### src/hw/rtl/cpd_pkg.sv
// Shared types and constants for the CRC-16 packet deframer.
// No dependencies; used by the channel interfaces, the deframer top and the testbench.
`timescale 1ns / 1ps

package cpd_pkg;

  localparam int DEFAULT_MAX_WORDS = 32;

  localparam int BYTE_W   = 8;
  localparam int WORD_W   = 16;
  localparam int STATUS_W = 2;
  localparam int INDEX_W  = 5;

  localparam logic [WORD_W-1:0] CRC_POLY = 16'hA001;
  localparam logic [WORD_W-1:0] CRC_INIT = 16'hFFFF;

  localparam logic [BYTE_W-1:0] START_MARKER_RESET = 8'd170;
  localparam logic [BYTE_W-1:0] END_MARKER_RESET   = 8'd85;

  localparam int CFG_INDEX_W = 1;
  localparam logic [CFG_INDEX_W-1:0] REG_START_MARKER = 1'd0;
  localparam logic [CFG_INDEX_W-1:0] REG_END_MARKER   = 1'd1;

  typedef enum logic [STATUS_W-1:0] {
    ST_WORD    = 2'd0,
    ST_EMPTY   = 2'd1,
    ST_CRC_ERR = 2'd2
  } status_t;

  typedef enum logic [2:0] {
    PH_WAIT_START,
    PH_COUNT,
    PH_DATA,
    PH_CRC_LO,
    PH_CRC_HI,
    PH_WAIT_END,
    PH_EMIT
  } phase_t;

endpackage

### src/hw/rtl/cpd_in_if.sv
// Byte input channel: valid/ready handshake carrying one received byte.
// Depends on cpd_pkg.
`timescale 1ns / 1ps

interface cpd_in_if;
  logic                        valid;
  logic                        ready;
  logic [cpd_pkg::BYTE_W-1:0]  rx_byte;

  modport source (output valid, output rx_byte, input ready);
  modport sink   (input valid, input rx_byte, output ready);
endinterface

### src/hw/rtl/cpd_out_if.sv
// Result output channel: valid/ready handshake carrying one frame result item.
// Depends on cpd_pkg.
`timescale 1ns / 1ps

interface cpd_out_if;
  logic                          valid;
  logic                          ready;
  logic [cpd_pkg::STATUS_W-1:0]  frame_status;
  logic [cpd_pkg::INDEX_W-1:0]   word_index;
  logic [cpd_pkg::WORD_W-1:0]    word_value;
  logic                          last_of_frame;

  modport source (output valid, output frame_status, output word_index,
                  output word_value, output last_of_frame, input ready);
  modport sink   (input valid, input frame_status, input word_index,
                  input word_value, input last_of_frame, output ready);
endinterface

### src/hw/rtl/cpd_ram.sv
// Generic single-write, single-read synchronous RAM with registered read data.
// No dependencies.
`timescale 1ns / 1ps

module cpd_ram #(
  parameter int WIDTH = 16,
  parameter int DEPTH = 32
) (
  input  logic                                    clk,
  input  logic                                    we,
  input  logic [((DEPTH > 1) ? $clog2(DEPTH) : 1)-1:0] waddr,
  input  logic [WIDTH-1:0]                        wdata,
  input  logic                                    re,
  input  logic [((DEPTH > 1) ? $clog2(DEPTH) : 1)-1:0] raddr,
  output logic [WIDTH-1:0]                        rdata
);

  logic [WIDTH-1:0] mem [DEPTH];

  always_ff @(posedge clk) begin
    if (we) begin
      mem[waddr] <= wdata;
    end
    if (re) begin
      rdata <= mem[raddr];
    end
  end

endmodule

### src/hw/rtl/crc16_packet_deframer_top.sv
// CRC-16 packet deframer: byte parser, running CRC and payload store readout.
// Depends on cpd_pkg, cpd_in_if, cpd_out_if and cpd_ram.
//
// Bytes are taken one per cycle while a frame is parsed (START, COUNT, COUNT
// little-endian words, CRC low, CRC high, END); the CRC-16 (0xA001, init
// 0xFFFF) over START, COUNT and data is updated in the same cycle. Words are
// kept in a MAX_WORDS-deep RAM. An END byte that closes a good frame holds
// the byte input while its words stream out of the RAM's single read port,
// one per cycle unless the output stalls. An END byte is taken only once the
// output register is free or being emptied; a CRC error or empty frame gives
// one status item. No clearing pass after reset.
`timescale 1ns / 1ps

module crc16_packet_deframer_top #(
  parameter int MAX_WORDS = cpd_pkg::DEFAULT_MAX_WORDS
) (
  input  logic                              clk,
  input  logic                              rst,
  cpd_in_if.sink                            rx,
  cpd_out_if.source                         result,
  input  logic                              cfg_we,
  input  logic [cpd_pkg::CFG_INDEX_W-1:0]   cfg_index,
  input  logic [cpd_pkg::BYTE_W-1:0]        cfg_data
);

  localparam int CW = $clog2(MAX_WORDS + 1);
  localparam int AW = (MAX_WORDS > 1) ? $clog2(MAX_WORDS) : 1;
  localparam logic [cpd_pkg::BYTE_W-1:0] MAX_BYTE = cpd_pkg::BYTE_W'(MAX_WORDS);

  function automatic logic [cpd_pkg::WORD_W-1:0] crc_byte(
    input logic [cpd_pkg::WORD_W-1:0] crc_in,
    input logic [cpd_pkg::BYTE_W-1:0] b
  );
    logic [cpd_pkg::WORD_W-1:0] c;
    c = crc_in ^ {8'h00, b};
    for (int k = 0; k < 8; k++) begin
      c = c[0] ? ((c >> 1) ^ cpd_pkg::CRC_POLY) : (c >> 1);
    end
    return c;
  endfunction

  cpd_pkg::phase_t phase, phase_next;

  logic [cpd_pkg::BYTE_W-1:0] start_marker;
  logic [cpd_pkg::BYTE_W-1:0] end_marker;
  logic [CW-1:0]              word_count;
  logic [CW-1:0]              word_position;
  logic [CW-1:0]              pos_inc;
  logic                       high_byte_next;
  logic [cpd_pkg::WORD_W-1:0] running_crc;
  logic [cpd_pkg::WORD_W-1:0] received_crc;
  logic [cpd_pkg::BYTE_W-1:0] low_byte;

  logic [CW-1:0]              rd_ptr;
  logic [CW-1:0]              rd_ptr_inc;
  logic                       pend;
  logic [CW-1:0]              pend_idx;
  logic                       pend_last;

  logic                       out_valid;
  cpd_pkg::status_t           out_status;
  logic [cpd_pkg::INDEX_W-1:0] out_idx;
  logic [cpd_pkg::WORD_W-1:0] out_value;
  logic                       out_last;

  logic                       accept;
  logic                       is_start;
  logic                       is_end;
  logic                       crc_ok;
  logic                       count_ok;
  logic                       all_issued;
  logic                       move;
  logic                       issue;
  logic                       ram_we;
  logic                       status_load;
  logic [cpd_pkg::WORD_W-1:0] ram_rdata;

  assign accept     = rx.valid && rx.ready;
  assign is_start   = (rx.rx_byte == start_marker);
  assign is_end     = (rx.rx_byte == end_marker);
  assign crc_ok     = (received_crc == running_crc);
  assign count_ok   = (rx.rx_byte <= MAX_BYTE);
  assign pos_inc    = word_position + CW'(1);
  assign rd_ptr_inc = rd_ptr + CW'(1);
  assign all_issued = (rd_ptr == word_count);
  assign move       = pend && (!out_valid || result.ready);
  assign issue      = (phase == cpd_pkg::PH_EMIT) && !all_issued && (!pend || move);

  // next state
  always_comb begin
    phase_next = phase;
    unique case (phase)
      cpd_pkg::PH_WAIT_START: begin
        if (accept && is_start) phase_next = cpd_pkg::PH_COUNT;
      end
      cpd_pkg::PH_COUNT: begin
        if (accept) begin
          if (!count_ok) phase_next = cpd_pkg::PH_WAIT_START;
          else if (rx.rx_byte == 8'd0) phase_next = cpd_pkg::PH_CRC_LO;
          else phase_next = cpd_pkg::PH_DATA;
        end
      end
      cpd_pkg::PH_DATA: begin
        if (accept && high_byte_next && (pos_inc >= word_count)) begin
          phase_next = cpd_pkg::PH_CRC_LO;
        end
      end
      cpd_pkg::PH_CRC_LO: begin
        if (accept) phase_next = cpd_pkg::PH_CRC_HI;
      end
      cpd_pkg::PH_CRC_HI: begin
        if (accept) phase_next = cpd_pkg::PH_WAIT_END;
      end
      cpd_pkg::PH_WAIT_END: begin
        if (accept) begin
          if (is_end && crc_ok && (word_count != '0)) phase_next = cpd_pkg::PH_EMIT;
          else phase_next = cpd_pkg::PH_WAIT_START;
        end
      end
      cpd_pkg::PH_EMIT: begin
        if (all_issued && (!pend || move)) phase_next = cpd_pkg::PH_WAIT_START;
      end
      default: phase_next = cpd_pkg::PH_WAIT_START;
    endcase
  end

  // phase outputs
  always_comb begin
    rx.ready    = 1'b1;
    ram_we      = 1'b0;
    status_load = 1'b0;
    unique case (phase)
      cpd_pkg::PH_DATA: begin
        ram_we = accept && high_byte_next;
      end
      cpd_pkg::PH_WAIT_END: begin
        rx.ready    = !out_valid || result.ready;
        status_load = accept && is_end && (!crc_ok || (word_count == '0));
      end
      cpd_pkg::PH_EMIT: begin
        rx.ready = 1'b0;
      end
      default: begin
        rx.ready = 1'b1;
      end
    endcase
  end

  always_ff @(posedge clk) begin
    if (rst) begin
      phase <= cpd_pkg::PH_WAIT_START;
    end else begin
      phase <= phase_next;
    end
  end

  always_ff @(posedge clk) begin
    if (rst) begin
      start_marker <= cpd_pkg::START_MARKER_RESET;
      end_marker   <= cpd_pkg::END_MARKER_RESET;
    end else if (cfg_we) begin
      if (cfg_index == cpd_pkg::REG_START_MARKER) start_marker <= cfg_data;
      if (cfg_index == cpd_pkg::REG_END_MARKER)   end_marker   <= cfg_data;
    end
  end

  always_ff @(posedge clk) begin
    if (rst) begin
      word_count     <= '0;
      word_position  <= '0;
      high_byte_next <= 1'b0;
      running_crc    <= cpd_pkg::CRC_INIT;
      received_crc   <= '0;
    end else if (accept) begin
      unique case (phase)
        cpd_pkg::PH_WAIT_START: begin
          if (is_start) running_crc <= crc_byte(cpd_pkg::CRC_INIT, rx.rx_byte);
        end
        cpd_pkg::PH_COUNT: begin
          if (count_ok) begin
            word_count     <= CW'(rx.rx_byte);
            word_position  <= '0;
            high_byte_next <= 1'b0;
            running_crc    <= crc_byte(running_crc, rx.rx_byte);
          end
        end
        cpd_pkg::PH_DATA: begin
          running_crc    <= crc_byte(running_crc, rx.rx_byte);
          high_byte_next <= !high_byte_next;
          if (high_byte_next) word_position <= pos_inc;
        end
        cpd_pkg::PH_CRC_LO: begin
          received_crc <= {8'h00, rx.rx_byte};
        end
        cpd_pkg::PH_CRC_HI: begin
          received_crc <= {rx.rx_byte, received_crc[7:0]};
        end
        default: begin
        end
      endcase
    end
  end

  always_ff @(posedge clk) begin
    if (accept && (phase == cpd_pkg::PH_DATA) && !high_byte_next) begin
      low_byte <= rx.rx_byte;
    end
  end

  // Writes happen only in the data phase and reads only in readout, so the
  // store never sees both on one entry at once.
  cpd_ram #(
    .WIDTH (cpd_pkg::WORD_W),
    .DEPTH (MAX_WORDS)
  ) u_store (
    .clk   (clk),
    .we    (ram_we),
    .waddr (word_position[AW-1:0]),
    .wdata ({rx.rx_byte, low_byte}),
    .re    (issue),
    .raddr (rd_ptr[AW-1:0]),
    .rdata (ram_rdata)
  );

  always_ff @(posedge clk) begin
    if (rst) begin
      rd_ptr <= '0;
      pend   <= 1'b0;
    end else begin
      if (phase != cpd_pkg::PH_EMIT) rd_ptr <= '0;
      else if (issue) rd_ptr <= rd_ptr_inc;
      if (issue) pend <= 1'b1;
      else if (move) pend <= 1'b0;
    end
  end

  always_ff @(posedge clk) begin
    if (issue) begin
      pend_idx  <= rd_ptr;
      pend_last <= (rd_ptr_inc == word_count);
    end
  end

  always_ff @(posedge clk) begin
    if (rst) begin
      out_valid <= 1'b0;
    end else if (status_load || move) begin
      out_valid <= 1'b1;
    end else if (result.ready) begin
      out_valid <= 1'b0;
    end
  end

  always_ff @(posedge clk) begin
    if (status_load) begin
      out_status <= crc_ok ? cpd_pkg::ST_EMPTY : cpd_pkg::ST_CRC_ERR;
      out_idx    <= '0;
      out_value  <= '0;
      out_last   <= 1'b1;
    end else if (move) begin
      out_status <= cpd_pkg::ST_WORD;
      out_idx    <= cpd_pkg::INDEX_W'(pend_idx);
      out_value  <= ram_rdata;
      out_last   <= pend_last;
    end
  end

  assign result.valid         = out_valid;
  assign result.frame_status  = out_status;
  assign result.word_index    = out_idx;
  assign result.word_value    = out_value;
  assign result.last_of_frame = out_last;

  a_no_rw_overlap: assert property (@(posedge clk) disable iff (rst)
    !(ram_we && issue))
    else $error("store write and readout in the same cycle");

  a_pend_in_emit: assert property (@(posedge clk) disable iff (rst)
    pend |-> (phase == cpd_pkg::PH_EMIT))
    else $error("read data pending outside readout");

  a_rd_ptr_bound: assert property (@(posedge clk) disable iff (rst)
    rd_ptr <= word_count)
    else $error("readout pointer past word count");

  a_pos_bound: assert property (@(posedge clk) disable iff (rst)
    word_position <= word_count)
    else $error("write position past word count");

  a_status_shown: assert property (@(posedge clk) disable iff (rst)
    status_load |=> (result.valid && result.last_of_frame))
    else $error("status item not presented after END byte");

endmodule

### src/flat_wrapper.sv
// flat-port wrapper written by rule: the top's interface ports become plain ports
module crc16_packet_deframer_top_flat 
#(
  parameter int MAX_WORDS = cpd_pkg::DEFAULT_MAX_WORDS
)
  (clk, rst, cfg_we, cfg_index, cfg_data, rx_valid, rx_rx_byte, rx_ready, result_valid, result_frame_status, result_word_index, result_word_value, result_last_of_frame, result_ready);
  cpd_in_if rx_i ();
  cpd_out_if result_i ();
  input  logic clk;
  input  logic rst;
  input  logic cfg_we;
  input  logic [cpd_pkg::CFG_INDEX_W-1:0] cfg_index;
  input  logic [cpd_pkg::BYTE_W-1:0] cfg_data;
  input wire logic [$bits(rx_i.valid)-1:0] rx_valid;
  input wire logic [$bits(rx_i.rx_byte)-1:0] rx_rx_byte;
  output wire logic [$bits(rx_i.ready)-1:0] rx_ready;
  output wire logic [$bits(result_i.valid)-1:0] result_valid;
  output wire logic [$bits(result_i.frame_status)-1:0] result_frame_status;
  output wire logic [$bits(result_i.word_index)-1:0] result_word_index;
  output wire logic [$bits(result_i.word_value)-1:0] result_word_value;
  output wire logic [$bits(result_i.last_of_frame)-1:0] result_last_of_frame;
  input wire logic [$bits(result_i.ready)-1:0] result_ready;
  assign rx_i.valid = rx_valid;
  assign rx_i.rx_byte = rx_rx_byte;
  assign rx_ready = rx_i.ready;
  assign result_valid = result_i.valid;
  assign result_frame_status = result_i.frame_status;
  assign result_word_index = result_i.word_index;
  assign result_word_value = result_i.word_value;
  assign result_last_of_frame = result_i.last_of_frame;
  assign result_i.ready = result_ready;
  crc16_packet_deframer_top #(.MAX_WORDS(MAX_WORDS)) u_core (.clk(clk), .rst(rst), .rx(rx_i), .result(result_i), .cfg_we(cfg_we), .cfg_index(cfg_index), .cfg_data(cfg_data));
endmodule
### config.mk
export PLATFORM = sky130hd
export DESIGN_NAME = crc16_packet_deframer_top_flat
export DESIGN_NICKNAME = d
export VERILOG_FILES = /design/src/hw/rtl/cpd_pkg.sv /design/src/hw/rtl/cpd_in_if.sv /design/src/hw/rtl/cpd_out_if.sv /design/src/hw/rtl/cpd_ram.sv /design/src/hw/rtl/crc16_packet_deframer_top.sv /design/src/flat_wrapper.sv
export SDC_FILE = /design/constraint.sdc
export NUM_CORES = 1
export LEC_CHECK = 0
export ABC_CLOCK_PERIOD_IN_PS = 3700
export BUFFER_PORTS_ARGS = -buffer_cell sky130_fd_sc_hd__buf_4
export CORE_MARGIN = 2
export CORE_UTILIZATION = 31
export CTS_CLUSTER_DIAMETER = 150
export DETAILED_ROUTE_END_ITERATION = 10
export GPL_TIMING_DRIVEN = 0
export PLACE_DENSITY = 0.54
export SYNTH_ARGS = -nofsm -noshare
export SYNTH_HDL_FRONTEND = slang
export SYNTH_SLANG_ARGS = --single-unit
### constraint.sdc
create_clock -name clk -period 3.7 [get_ports clk]
set_input_delay 0.555 -clock clk [delete_from_list [all_inputs] [get_ports clk]]
set_output_delay 0.555 -clock clk [all_outputs]
set_load 0.02 [all_outputs]
Yosys cells after proc, flatten, opt, wreduce, memory -nomap -nowiden:

Memories as Yosys holds them, arrays and structs flattened. A register that Yosys moved wholly into a read port is not among the register bits.
Index checks and enable logic that the tools add are counted.

* register bits: 110
* bits in latches: 0
* memory bits (writable): 512
* bits in read-only memories: 0
* bits of input ports: 22
* output and inout port bits: 26
* logic and storage cells: 157
* memories kept: 1

* $add $sub $neg: 2
* $mul: 0
* divide/modulo/power cells: 0
* $lt $le $gt $ge: 2
* equal/unequal tests: 22
* shift operators: 0
* muxes and demuxes: 48
* bitwise logic cells: 20
* reductions and logical operators: 43

Memories
* u_core.u_store.mem: words 32, bits a word 16, rd ports 1, clocked after memory_dff 1, wr ports 1, line cpd_ram.sv:18 `logic [WIDTH-1:0] mem [DEPTH];`

Operators by type and width (count)
* 2-to-1 mux 16 bit: 18
* NOT 2 -> 3 bit: 16
* one-hot mux 16 bit (3 select lines): 1
* one-hot mux 16 bit (2 select lines): 1
* 2-to-1 mux 3 bit: 8
* one-hot mux 3 bit (7 select lines): 1
* != test 2 x 1 -> 1 bit (second input constant): 9
* == test 16 bit: 1
* == test 8 bit: 2
* NOT 8 -> 16 bit: 1
* bitwise XOR 16 x 8 -> 16 bit: 1
* logical AND 1 bit: 14
* adder 6 x 1 -> 6 bit (second input constant): 2
* == test 6 bit: 2
* 2-to-1 mux 6 bit: 2
* one-hot mux 6 bit (2 select lines): 1
* 2-to-1 mux 1 bit: 10
* nonzero test 2 bit: 5
* == test 3 bit (second input constant): 3
* AND reduction 3 bit: 3
* <= comparator 8 x 6 -> 1 bit (second input constant): 1
* zero test 8 bit: 1
* 2-to-1 mux 2 bit: 4
* AND reduction 4 bit: 2
* 16 further kinds: 28

Logic depth before layout (Yosys ltp):

Gate-level depths: netlist (run 1).

* depth in word-level cells: 19
* depth in mapped cells: 11

Cells and area by module:

From an unflattened synthesis (run 1), not the netlist that was laid out.

* cells, all modules: 1771
* area, all modules: 26122.6 um^2

Modules (own cells, without submodules)
* cpd_ram: times used 1, cells an instance 1143, area each 20694.8 um^2, sequential area each 15855.2 um^2
* crc16_packet_deframer_top: times used 1, cells an instance 628, area each 5427.7 um^2, sequential area each 2362.3 um^2

Worst setup path after synthesis (run 1):

OpenSTA, ideal clock, no wires.

* kind: in2reg
* start point: input rx_rx_byte[7]
* end point: register u_core.running_crc[11] (netlist name)
* library setup time: 141 ps
* arrival: 2470 ps
* path slack: 1089 ps
* cell stages on the path: 11
* path buffers: 3
* cell sequence: clkbuf_1 inv_1 ha_1 a21bo_1 a21oi_1 nand2b_1 nand3_1 clkbuf_1 clkbuf_1 nand2_1 o211ai_1

* word-level cells in the longest chain between the ends: 3
* elaborated cells on any way between the ends: 5
* those cells by class: order compare (1); eq/ne (3); reduce/logical (1)

RTL lines
* from (decl): line flat_wrapper.sv:15 `input wire logic [$bits(rx_i.rx_byte)-1:0] rx_rx_byte;`
* <= comparator 8 x 6 -> 1 bit or == test 8 bit (tied branches): line crc16_packet_deframer_top.sv:82, crc16_packet_deframer_top.sv:79
* != test 2 x 1 -> 1 bit (no line)
* AND reduction 4 bit (no line) *
* to (signal assigned): line crc16_packet_deframer_top.sv:172 `running_crc <= cpd_pkg::CRC_INIT;`
* to (signal assigned): line crc16_packet_deframer_top.sv:177 `if (is_start) running_crc <= crc_byte(cpd_pkg::CRC_INIT, rx.rx_byte);`
* to (signal assigned): line crc16_packet_deframer_top.sv:184 `running_crc <= crc_byte(running_crc, rx.rx_byte);`
* to (decl): line crc16_packet_deframer_top.sv:50 `logic [cpd_pkg::WORD_W-1:0] running_crc;`

Mark *: on every way between the ends. The rest lies on a longest branch, timed or not.
A chain may end at the register's enable or synchronous reset.

Worst setup path after layout (run 1):

* start point: input rx_rx_byte[7]
* end point: register u_core.running_crc[12] (netlist name)

Same word-level chain as after synthesis.

==> impl_metrics.yaml, run 1 <==
run_status:
  status: "finished, final reports clean"
cts:
  clock-sinks: 638
  post_cts_buffers: 0
  cts_buffers: 70
  clk_pin_slew_ns: 0.06
  root_buffer: "clkbuf_16"
  postCtsHoldBufs: 0
  cts_tree: "done"
  clock_path_buffers: 3
  htreeDepth: 3
  ctsResizeCount: 7
  clock_latency_ns: 0.60
synthesis:
  synthArstFlopShare: 0
  synth_flop_cell: "edfxtp_1"
  synth_edf_count: 544
  yosysTopAreaCellShare: 0.641
  yosysTopAreaCell: "edfxtp_1"
  synth.area.top_cells: "edfxtp_1, mux4_2, dfxtp_1"
  syn_nets: 1435
  syn_area_per_cell_um2: 18.2
  syn_area_um2: 25500
  seq_area_frac_synth: 0.715
  syn_inst: 1396
  yosys_warnings: 0
  yosys_register_bits: 638
  synth.distinct_cells: 54
floorplanning:
  num_rows: 105
  initial_core_util: 0.312
  die_h_um: 291
  fp.dieW_um: 291
  ios: 48
  coreArea_um2: 81700
  die_area_um2: 84500
placed_design:
  gp_routability_congestion: 0.824
  post-place-ws_ns: -0.300
  place_hpwl_um: 42700
  numPortBuffers: 43
drt:
  dr_total_vias: 13300
  drc: 0
  drt_pass1_iterations: 5
  via_per_inst: 4.98
  drt_iter0_drc: 1095
  wirelength_um: 62900
  antenna_left: 0
  wl_per_cell_um: 23.6
power_and_ir_drop:
  ir_drop_mv: 0.265
  p_per_area_nw_per_um2: 489
  leakage_nw: 9.49
timing:
  worst_pin_slew_ns: 1.17
  drv_slew: 0
  clock_skew_ns: 0.0247
  finalCriticalPeriod_ns: 3.43
  post-route-period-util: 0.927
  timing_hold_violations_final: 0
  final.setup.tns_ns: 0
  rsz0062_at_grt: "no"
  max-slew-margin-rel: 0.218
  setup_viol: 0
  fmax_ghz: 0.292
  setup_ws_ns: 0.271
worst_setup_path:
  crit_required_ns: 4.14
  critical_path.most_common_cell: "clkbuf_1"
  end_kind: "flip-flop"
  max_stage_delay_ns: 0.57
  path_class: "primary input to flip-flop"
  cp_cell_sequence: "buf_4, clkbuf_1, inv_1, ha_1, a21bo_1, a21oi_1, nand2b_1, nand3_1, clkbuf_1, clkbuf_1, nand2_1, o211ai_1"
  crit_fanout: 34
  arrival_ns: 3.87
  r2r_slack_ns: 0.27
  cp_slowest_cell: "clkbuf_1"
  start_kind: "primary input"
global_route:
  grtUsageTotal: 0.150
  grt_pass1_vias: 13800
  grt_pass1_wl_um: 92800
  grt_max_degree: 36
  grt.overflow.total: 0
  antenna_found_initial: 1
layout:
  layout.nets: 1583
  antenna_cells: 0
  layout.cells.most_common: "edfxtp_1"
  area_delta_synth_final_pct: 17.6
  final_cell_mix: "edfxtp_1, mux4_2, dfxtp_1"
  drive_above_1_share: 0.263
job:
  maxCapViolCount: 0
min_path:
  hp-class: "primary input to flip-flop"
[flip-flops by register name, summed over array words and instances, names as in the netlist]
| signal | cells |
|---|---|
| u_core.u_store.mem | 512 |
| u_core.received_crc | 16 |
| u_core.result.word_value | 16 |
| u_core.running_crc | 16 |
| u_core.u_store.rdata | 16 |
| u_core.end_marker | 8 |
| u_core.low_byte | 8 |
| u_core.start_marker | 8 |
| u_core.rd_ptr | 6 |
| u_core.word_count | 6 |
| u_core.word_position | 6 |
| u_core.pend_idx | 5 |
| u_core.result.word_index | 5 |
| u_core.phase | 3 |
| u_core.result.frame_status | 2 |
| u_core.high_byte_next | 1 |
| u_core.pend | 1 |
| u_core.pend_last | 1 |
| u_core.result.last_of_frame | 1 |
| u_core.result.valid | 1 |
[layer usage]
metal	up-vias	part of all wire	global-route usage	wire length, um
met5	-	0.00022	0	14
met4	2	0.023	0.0488	1460
met3	83	0.057	0.0250	3590
met2	403	0.48	0.246	30300
met1	6994	0.44	0.203	27500
li1	5800	-	-	-
[stage by stage]
stage               power, W  hold slack [ns]  instance area, um2  utilization  std cells
finish                0.0146            0.181               29900        0.366       2669
global route          0.0151            0.172               29900        0.366       2669
CTS                   0.0148            0.150               29900        0.366       2669
detailed placement   0.00822            0.428               27800        0.340       2542
global placement     0.00821            0.423               27100        0.332       2509
floorplan            0.00810            0.403               25500            -       1396
[worst max-delay path: cells and delay by family]
family / cells / cell delay (ns)
AO/OA/AOI/OAI: 3 / 0.61
adder cells (fa/ha/maj): 1 / 0.30
buffers and inverters: 5 / 1.75
AND/OR/NAND/NOR: 3 / 0.61
[power by group]
group,internal [W],switching (W),total [W],leakage [nW]
combinational,0.000102,0.000186,0.000288,2.80
sequential,0.00776,0.0000199,0.00778,5.63
clock,0.00382,0.00275,0.00658,1.07
[path summary, 6_finish.rpt]
check,startpoint,end,depth (start not counted)
setup / recovery,rx_rx_byte[7],u_core.running_crc[12]$_SDFFE_PP1P_,12
hold / removal,cfg_data[3],u_core.start_marker[3]$_SDFFE_PP1P_,3
hold reg to reg,u_core.rd_ptr[4]$_SDFFE_PP0P_,u_core.pend_idx[4]$_DFFE_PP_,0
setup reg to reg,u_core.rd_ptr[1]$_SDFFE_PP0P_,u_core.u_store.rdata[8]$_DFFE_PP_,6
[area by class of cell]
class | count | area, um2
plain buffers | 80 | 383
clock buffers | 97 | 1950
clock inverters | 30 | 205
fillers | 7574 | 51800
inverters | 17 | 63.8
multi-input cells | 661 | 6910
flip-flops and latches | 638 | 18200
well taps | 1070 | 1340
repair buffers | 76 | 881
[logic make-up after synthesis]
kind of cell | synth area share
buffers and inverters | 0.0171
adder cells (fa/ha/maj) | 0.00835
XOR/XNOR | 0.0304
multiplexers | 0.161
AO/OA/AOI/OAI | 0.0228
flip-flops | 0.715
AND/OR/NAND/NOR | 0.0455
[synth_stat cells (4+ instances only)]
master	number
inv_1	16
a31oi_1	10
xnor2_1	52
o21ai_1	8
nand3_1	28
xor2_1	30
nand4_1	9
ha_1	17
o211ai_1	9
clkbuf_1	51
buf_1	8
o21ai_0	4
nor2_1	106
a21oi_1	31
mux2_2	16
dfxtp_1	94
buf_4	10
nor3_1	13
nand3b_1	4
mux2i_1	31
nand2_1	71
edfxtp_1	544
mux4_2	160
nor4_1	5
buf_2	8
nand2b_1	5
nor2b_1	10
a22oi_1	10
Power figures use the tool's default switching activity.
==> run 2: changes to the inputs <==
Settings changed: PLACE_DENSITY 0.54 to not set, PLACE_DENSITY_LB_ADDON set to 0.05.
==> impl_metrics.yaml, run 2 (same netlist as run 1, synthesis figures left out) <==
run_status:
  status: "finished, final reports clean"
floorplanning:
  ios: 48
  fp.dieW_um: 291
  num_rows: 105
  coreArea_um2: 81700
  initial_core_util: 0.312
  die_area_um2: 84500
  die_h_um: 291
drt:
  antenna_left: 0
  drt_pass1_iterations: 5
  drt_iter0_drc: 1149
  wl_per_cell_um: 26.8
  wirelength_um: 71800
  via_per_inst: 4.95
  dr_total_vias: 13300
  drc: 0
worst_setup_path:
  timing.rr.end: "u_core.u_store.rdata[12]$_DFFE_PP_"
  arrival_ns: 3.86
  ff2ff_path_depth: 6
  r2r_slack_ns: 0.21
  path_class: "flip-flop to flip-flop"
  timing.rr.start: "u_core.rd_ptr[1]$_SDFFE_PP0P_"
  crit_fanout: 10
  end_kind: "flip-flop"
  start_kind: "flip-flop"
  crit_required_ns: 4.08
cts:
  htreeDepth: 3
  cts_tree: "done"
  post_cts_buffers: 0
  root_buffer: "clkbuf_16"
  clock_path_buffers: 3
  clk_pin_slew_ns: 0.06
  clock_latency_ns: 0.62
  cts_buffers: 74
  clock-sinks: 638
job:
  maxCapViolCount: 0
layout:
  regArea_um2: 18200
  drive_above_1_share: 0.262
  final_cell_mix: "edfxtp_1, mux4_2, dfxtp_1"
  layout.nets: 1588
  postLayoutCellArea_um2: 30200
  multiInputGateArea_um2: 6910
  postLayoutCoreUtil: 0.369
  layout.cells.most_common: "edfxtp_1"
  regMostFlops: "u_core.u_store.mem"
  largest_reg_flops: 512
  area_delta_synth_final_pct: 18.4
  nFillCells: 7629
min_path:
  hp-class: "primary input to flip-flop"
  hold_start: "cfg_data[5]"
  hold_depth: 3
  hold_path_end: "u_core.start_marker[5]$_SDFFE_PP1P_"
global_route:
  grtUsageTotal: 0.171
  antenna_found_initial: 7
  grt_pass1_vias: 13700
  grt_max_degree: 36
  grt_pass1_wl_um: 103000
  grt.overflow.total: 0
placed_design:
  place_hpwl_um: 48200
  numPortBuffers: 43
  placed_cell_area_um2: 27800
  gp_routability_congestion: 0.765
timing:
  clock_skew_ns: 0.0210
  drv_slew: 0
  fmax_ghz: 0.287
  rsz0062_at_grt: "no"
  finalCriticalPeriod_ns: 3.49
  post-route-period-util: 0.943
  whs_ns: 0.175
  timing_hold_violations_final: 0
  setup_viol: 0
  worst_pin_slew_ns: 1.41
  max-slew-margin-rel: 0.0591
power_and_ir_drop:
  ir_drop_mv: 0.276
  leakage_nw: 9.57
  p_per_area_nw_per_um2: 499
[run 2: cell count changes in the layout (fill, tap and decap cells not counted), moves of 2 or more]
cell	change
clkinv_1	+10
buf_16	+6
buf_8	-6
clkbuf_2	-4
clkinv_2	-3
clkbuf_16	+2
clkinv_8	+2
clkinvlp_4	+2
[run 2: worst max path at each step]
stage / end / startpoint
final: u_core.u_store.rdata[12]$_DFFE_PP_ / u_core.rd_ptr[1]$_SDFFE_PP0P_
after CTS: u_core.u_store.rdata[7]$_DFFE_PP_ / u_core.rd_ptr[0]$_SDFFE_PP0P_
after detailed placement: u_core.running_crc[12]$_SDFFE_PP1P_ / rx_rx_byte[7]
after global placement: u_core.u_store.mem[15][3]$_DFFE_PP_ / rx_valid
after floorplan: u_core.running_crc[11]$_SDFFE_PP1P_ / rx_rx_byte[7]
after global routing: u_core.running_crc[11]$_SDFFE_PP1P_ / rx_rx_byte[7]
[run 2: area by class of cell]
cell class	instances	area share
flip-flops and latches	638	0.604
multi-input cells	661	0.229
clock buffers	93	0.0651
well taps	1070	0.0444
repair buffers	77	0.0321
plain buffers	80	0.0125
clock inverters	43	0.0108
inverters	17	0.00212
diodes	1	0.0000829
[run 2: per-stage QoR]
| step | setup TNS (ns) | std cells | worst slack (ns) | power (W) |
|---|---|---|---|---|
| 2_1_floorplan | 0 | 1396 | 1.09 | 0.00810 |
| 3_3_place_gp | -146.37 | 2509 | -0.538 | 0.00823 |
| 3_5_place_dp | -6.65 | 2541 | -0.386 | 0.00824 |
| 4_1_cts | 0 | 2677 | 0.173 | 0.0152 |
| 5_1_grt | 0 | 2679 | 0.00978 | 0.0155 |
| 6_report | 0 | 2680 | 0.210 | 0.0150 |
[run 2: power breakdown]
| part | total (W) | internal (W) | leakage, nW | switching (W) |
|---|---|---|---|---|
| clock | 0.00695 | 0.00399 | 1.12 | 0.00296 |
| combinational | 0.000304 | 0.000102 | 2.82 | 0.000202 |
| sequential | 0.00778 | 0.00776 | 5.63 | 0.0000202 |
| total | 0.0150 | 0.0119 | 9.57 | 0.00318 |
[run 2: layer usage]
metal	GRT usage	wire length (um)
met5	0	13
met4	0.0437	1590
met3	0.0353	3720
met2	0.272	33700
met1	0.239	32800
[run 2: what timing repair did]
action	4_1_cts	5_1_grt
endpoints found under the hold margin	0	0
setup endpoints to repair	16	0
resized for setup	4	0
hold buffers	0	0
[run 2: critical path, cell delays in order (launching register included)]
cell and delay, ns:
dfxtp_1 0.38, clkbuf_1 0.41, clkbuf_2 0.43, clkbuf_1 0.68, mux4_2 0.43, mux4_2 0.59
mux2_2 0.31
==> run 3: changes to the inputs <==
Settings changed: ABC_AREA set to 1.
==> impl_metrics.yaml, run 3 <==
worst_setup_path:
  end_kind: "flip-flop"
  start_kind: "flip-flop"
  crit_required_ns: 3.97
  cp-startpoint: "u_core.rd_ptr[2]$_SDFFE_PP0P_"
  r2r_slack_ns: -0.06
  ff2ff_path_depth: 5
  crit_fanout: 10
  endpoint: "u_core.u_store.rdata[3]$_DFFE_PP_"
  timing.rr.end: "u_core.u_store.rdata[3]$_DFFE_PP_"
  path_class: "flip-flop to flip-flop"
  arrival_ns: 4.04
  timing.rr.start: "u_core.rd_ptr[2]$_SDFFE_PP0P_"
global_route:
  grt_max_degree: 36
  grtUsageTotal: 0.224
  grt_pass1_vias: 18000
  antenna_found_initial: 2
  grt_pass1_wl_um: 136000
  grt.overflow.total: 0
cts:
  htreeDepth: 3
  clock-sinks: 638
  cts_tree: "done"
  clock_path_buffers: 3
  clk_pin_slew_ns: 0.06
  clock_latency_ns: 0.62
  post_cts_buffers: 0
  root_buffer: "clkbuf_16"
  postCtsHoldBufs: 0
  ctsResizeCount: 0
  cts_buffers: 75
synthesis:
  syn_inst: 2177
  synthArstFlopShare: 0
  yosys_register_bits: 638
  syn_area_um2: 26200
  synth.most_common_cell: "edfxtp_1"
  synth_flop_cell: "edfxtp_1"
  synth.area.top_cells: "edfxtp_1, dfxtp_1, o21ai_0"
  synth.distinct_cells: 49
  syn_area_per_cell_um2: 12.0
  synth_common_cells: "edfxtp_1, nor2_1, o21ai_0, nand2_1, nand3_1"
  syn_nets: 2216
  synth_edf_count: 544
  yosysTopAreaCell: "edfxtp_1"
  yosysTopAreaCellShare: 0.624
  seq_area_frac_synth: 0.695
  yosys_warnings: 0
timing:
  timing_hold_violations_final: 0
  setup_ws_ns: -0.0647
  worst_pin_slew_ns: 1.40
  max-slew-margin-rel: 0.0652
  setup_viol: 1
  post-route-period-util: 1.02
  clock_skew_ns: 0.0300
  fmax_ghz: 0.266
  rsz0062_at_grt: "no"
  finalCriticalPeriod_ns: 3.76
  drv_slew: 0
placed_design:
  dpl.cell_count: 3381
  place_hpwl_um: 66100
  gp_routability_congestion: 0.864
  numPortBuffers: 46
drt:
  wl_per_cell_um: 27.6
  dr_total_vias: 18400
  drc: 0
  drt_pass1_iterations: 5
  wirelength_um: 97200
  drt_iter0_drc: 1826
  via_per_inst: 5.21
  antenna_left: 0
floorplanning:
  die_area_um2: 86900
  die_h_um: 295
  coreArea_um2: 83700
  num_rows: 106
  initial_core_util: 0.313
  ios: 48
  fp.dieW_um: 295
layout:
  drive_above_1_share: 0.136
  layout.cells.most_common: "edfxtp_1"
  layout.nets: 2365
  nFillCells: 8092
  multiInputGateArea_um2: 7140
  regMostFlops: "u_core.u_store.mem"
  final_cell_mix: "edfxtp_1, nor2_1, o21ai_0"
  area_delta_synth_final_pct: 19.1
  regArea_um2: 18200
  largest_reg_flops: 512
  final_cells: 3524
run_status:
  violations: "setup timing"
  status: "finished with violations"
power_and_ir_drop:
  fin_total_pwr_w: 0.0164
  leakage_nw: 10.4
  ir_drop_mv: 0.313
  p_per_area_nw_per_um2: 527
min_path:
  hp-class: "primary input to flip-flop"
job:
  maxCapViolCount: 0
-- run 3: cell count changes after synthesis, moves of 34 or more --
cell      before  now
o21ai_0        4  302
o221ai_1       0   95
nor2_1       106  377
o22ai_1        0   34
inv_1         16   65
a21oi_1       31   72
nand2_1       71  156
nand3_1       28   99
mux4_2       160    0
xnor2_1       52   18
-- run 3: worst max-delay path, stage by stage (launching register included) --
cell	delay [ns]
dfxtp_1	0.56
clkbuf_1	0.83
buf_1	0.77
o221ai_1	0.54
a31oi_1	0.47
a32oi_1	0.23
-- run 3: where the power goes --
group / switching [W] / internal [W] / total, W
sequential: 0.000106 / 0.00786 / 0.00796
clock: 0.00308 / 0.00461 / 0.00768
combinational: 0.000518 / 0.000263 / 0.000780
total: 0.00370 / 0.0127 / 0.0164
-- run 3: layout make-up --
cell class	instances	area share
buffer	143	0.0225
multi-input combinational	1320	0.229
timing repair buffer	72	0.0283
clock buffer	91	0.0635
tap	1134	0.0455
sequential	638	0.584
clock inverter	49	0.0180
antenna	1	0.0000802
inverter	76	0.00930
-- run 3: cell families (layout without fill, tap and decap cells) --
group,count (synthesis),in the layout,synth area share
AO/OA/AOI/OAI,570,570,0.132
XOR/XNOR,55,55,0.0190
adder cells (fa/ha/maj),17,17,0.00812
buffers and inverters,219,431,0.0379
flip-flops,638,638,0.695
other,0,1,0
AND/OR/NAND/NOR,678,678,0.108
-- run 3: per-layer routing --
metal	wire (um)	share of wire	GRT usage
met1	42700	0.44	0.306
met2	45900	0.47	0.364
met3	5450	0.056	0.0292
met4	3170	0.033	0.0773
met5	0	0	0
-- run 3: worst min path at each step --
stage,from,endpoint,slack [ns],cells after the start
finish,cfg_data[0],u_core.end_marker[0]$_SDFFE_PP1P_,0.15,3
global route,cfg_data[4],u_core.end_marker[4]$_SDFFE_PP1P_,0.16,3
CTS,cfg_data[0],u_core.end_marker[0]$_SDFFE_PP1P_,0.11,3
detailed placement,u_core.result.word_value[8]$_SDFFE_PP0P_,u_core.result.word_value[8]$_SDFFE_PP0P_,0.46,2
global placement,u_core.result.word_value[11]$_SDFFE_PP0P_,u_core.result.word_value[11]$_SDFFE_PP0P_,0.46,2
floorplan,u_core.end_marker[3]$_SDFFE_PP0P_,u_core.end_marker[3]$_SDFFE_PP0P_,0.44,2
-- run 3: per-stage QoR --
step | setup WS (ns) | TNS [ns] | hold slack (ns) | area (um2) | util
6_report | -0.0647 | -0.0647 | 0.145 | 31200 | 0.373
3_3_place_gp | -0.513 | -108.55 | 0.455 | 28000 | 0.334
5_1_grt | 0.0718 | 0 | 0.155 | 31200 | 0.373
3_5_place_dp | 0.0376 | 0 | 0.456 | 28600 | 0.342
4_1_cts | 0.0269 | 0 | 0.113 | 31100 | 0.372
2_1_floorplan | 1.25 | 0 | 0.444 | 26200 | -
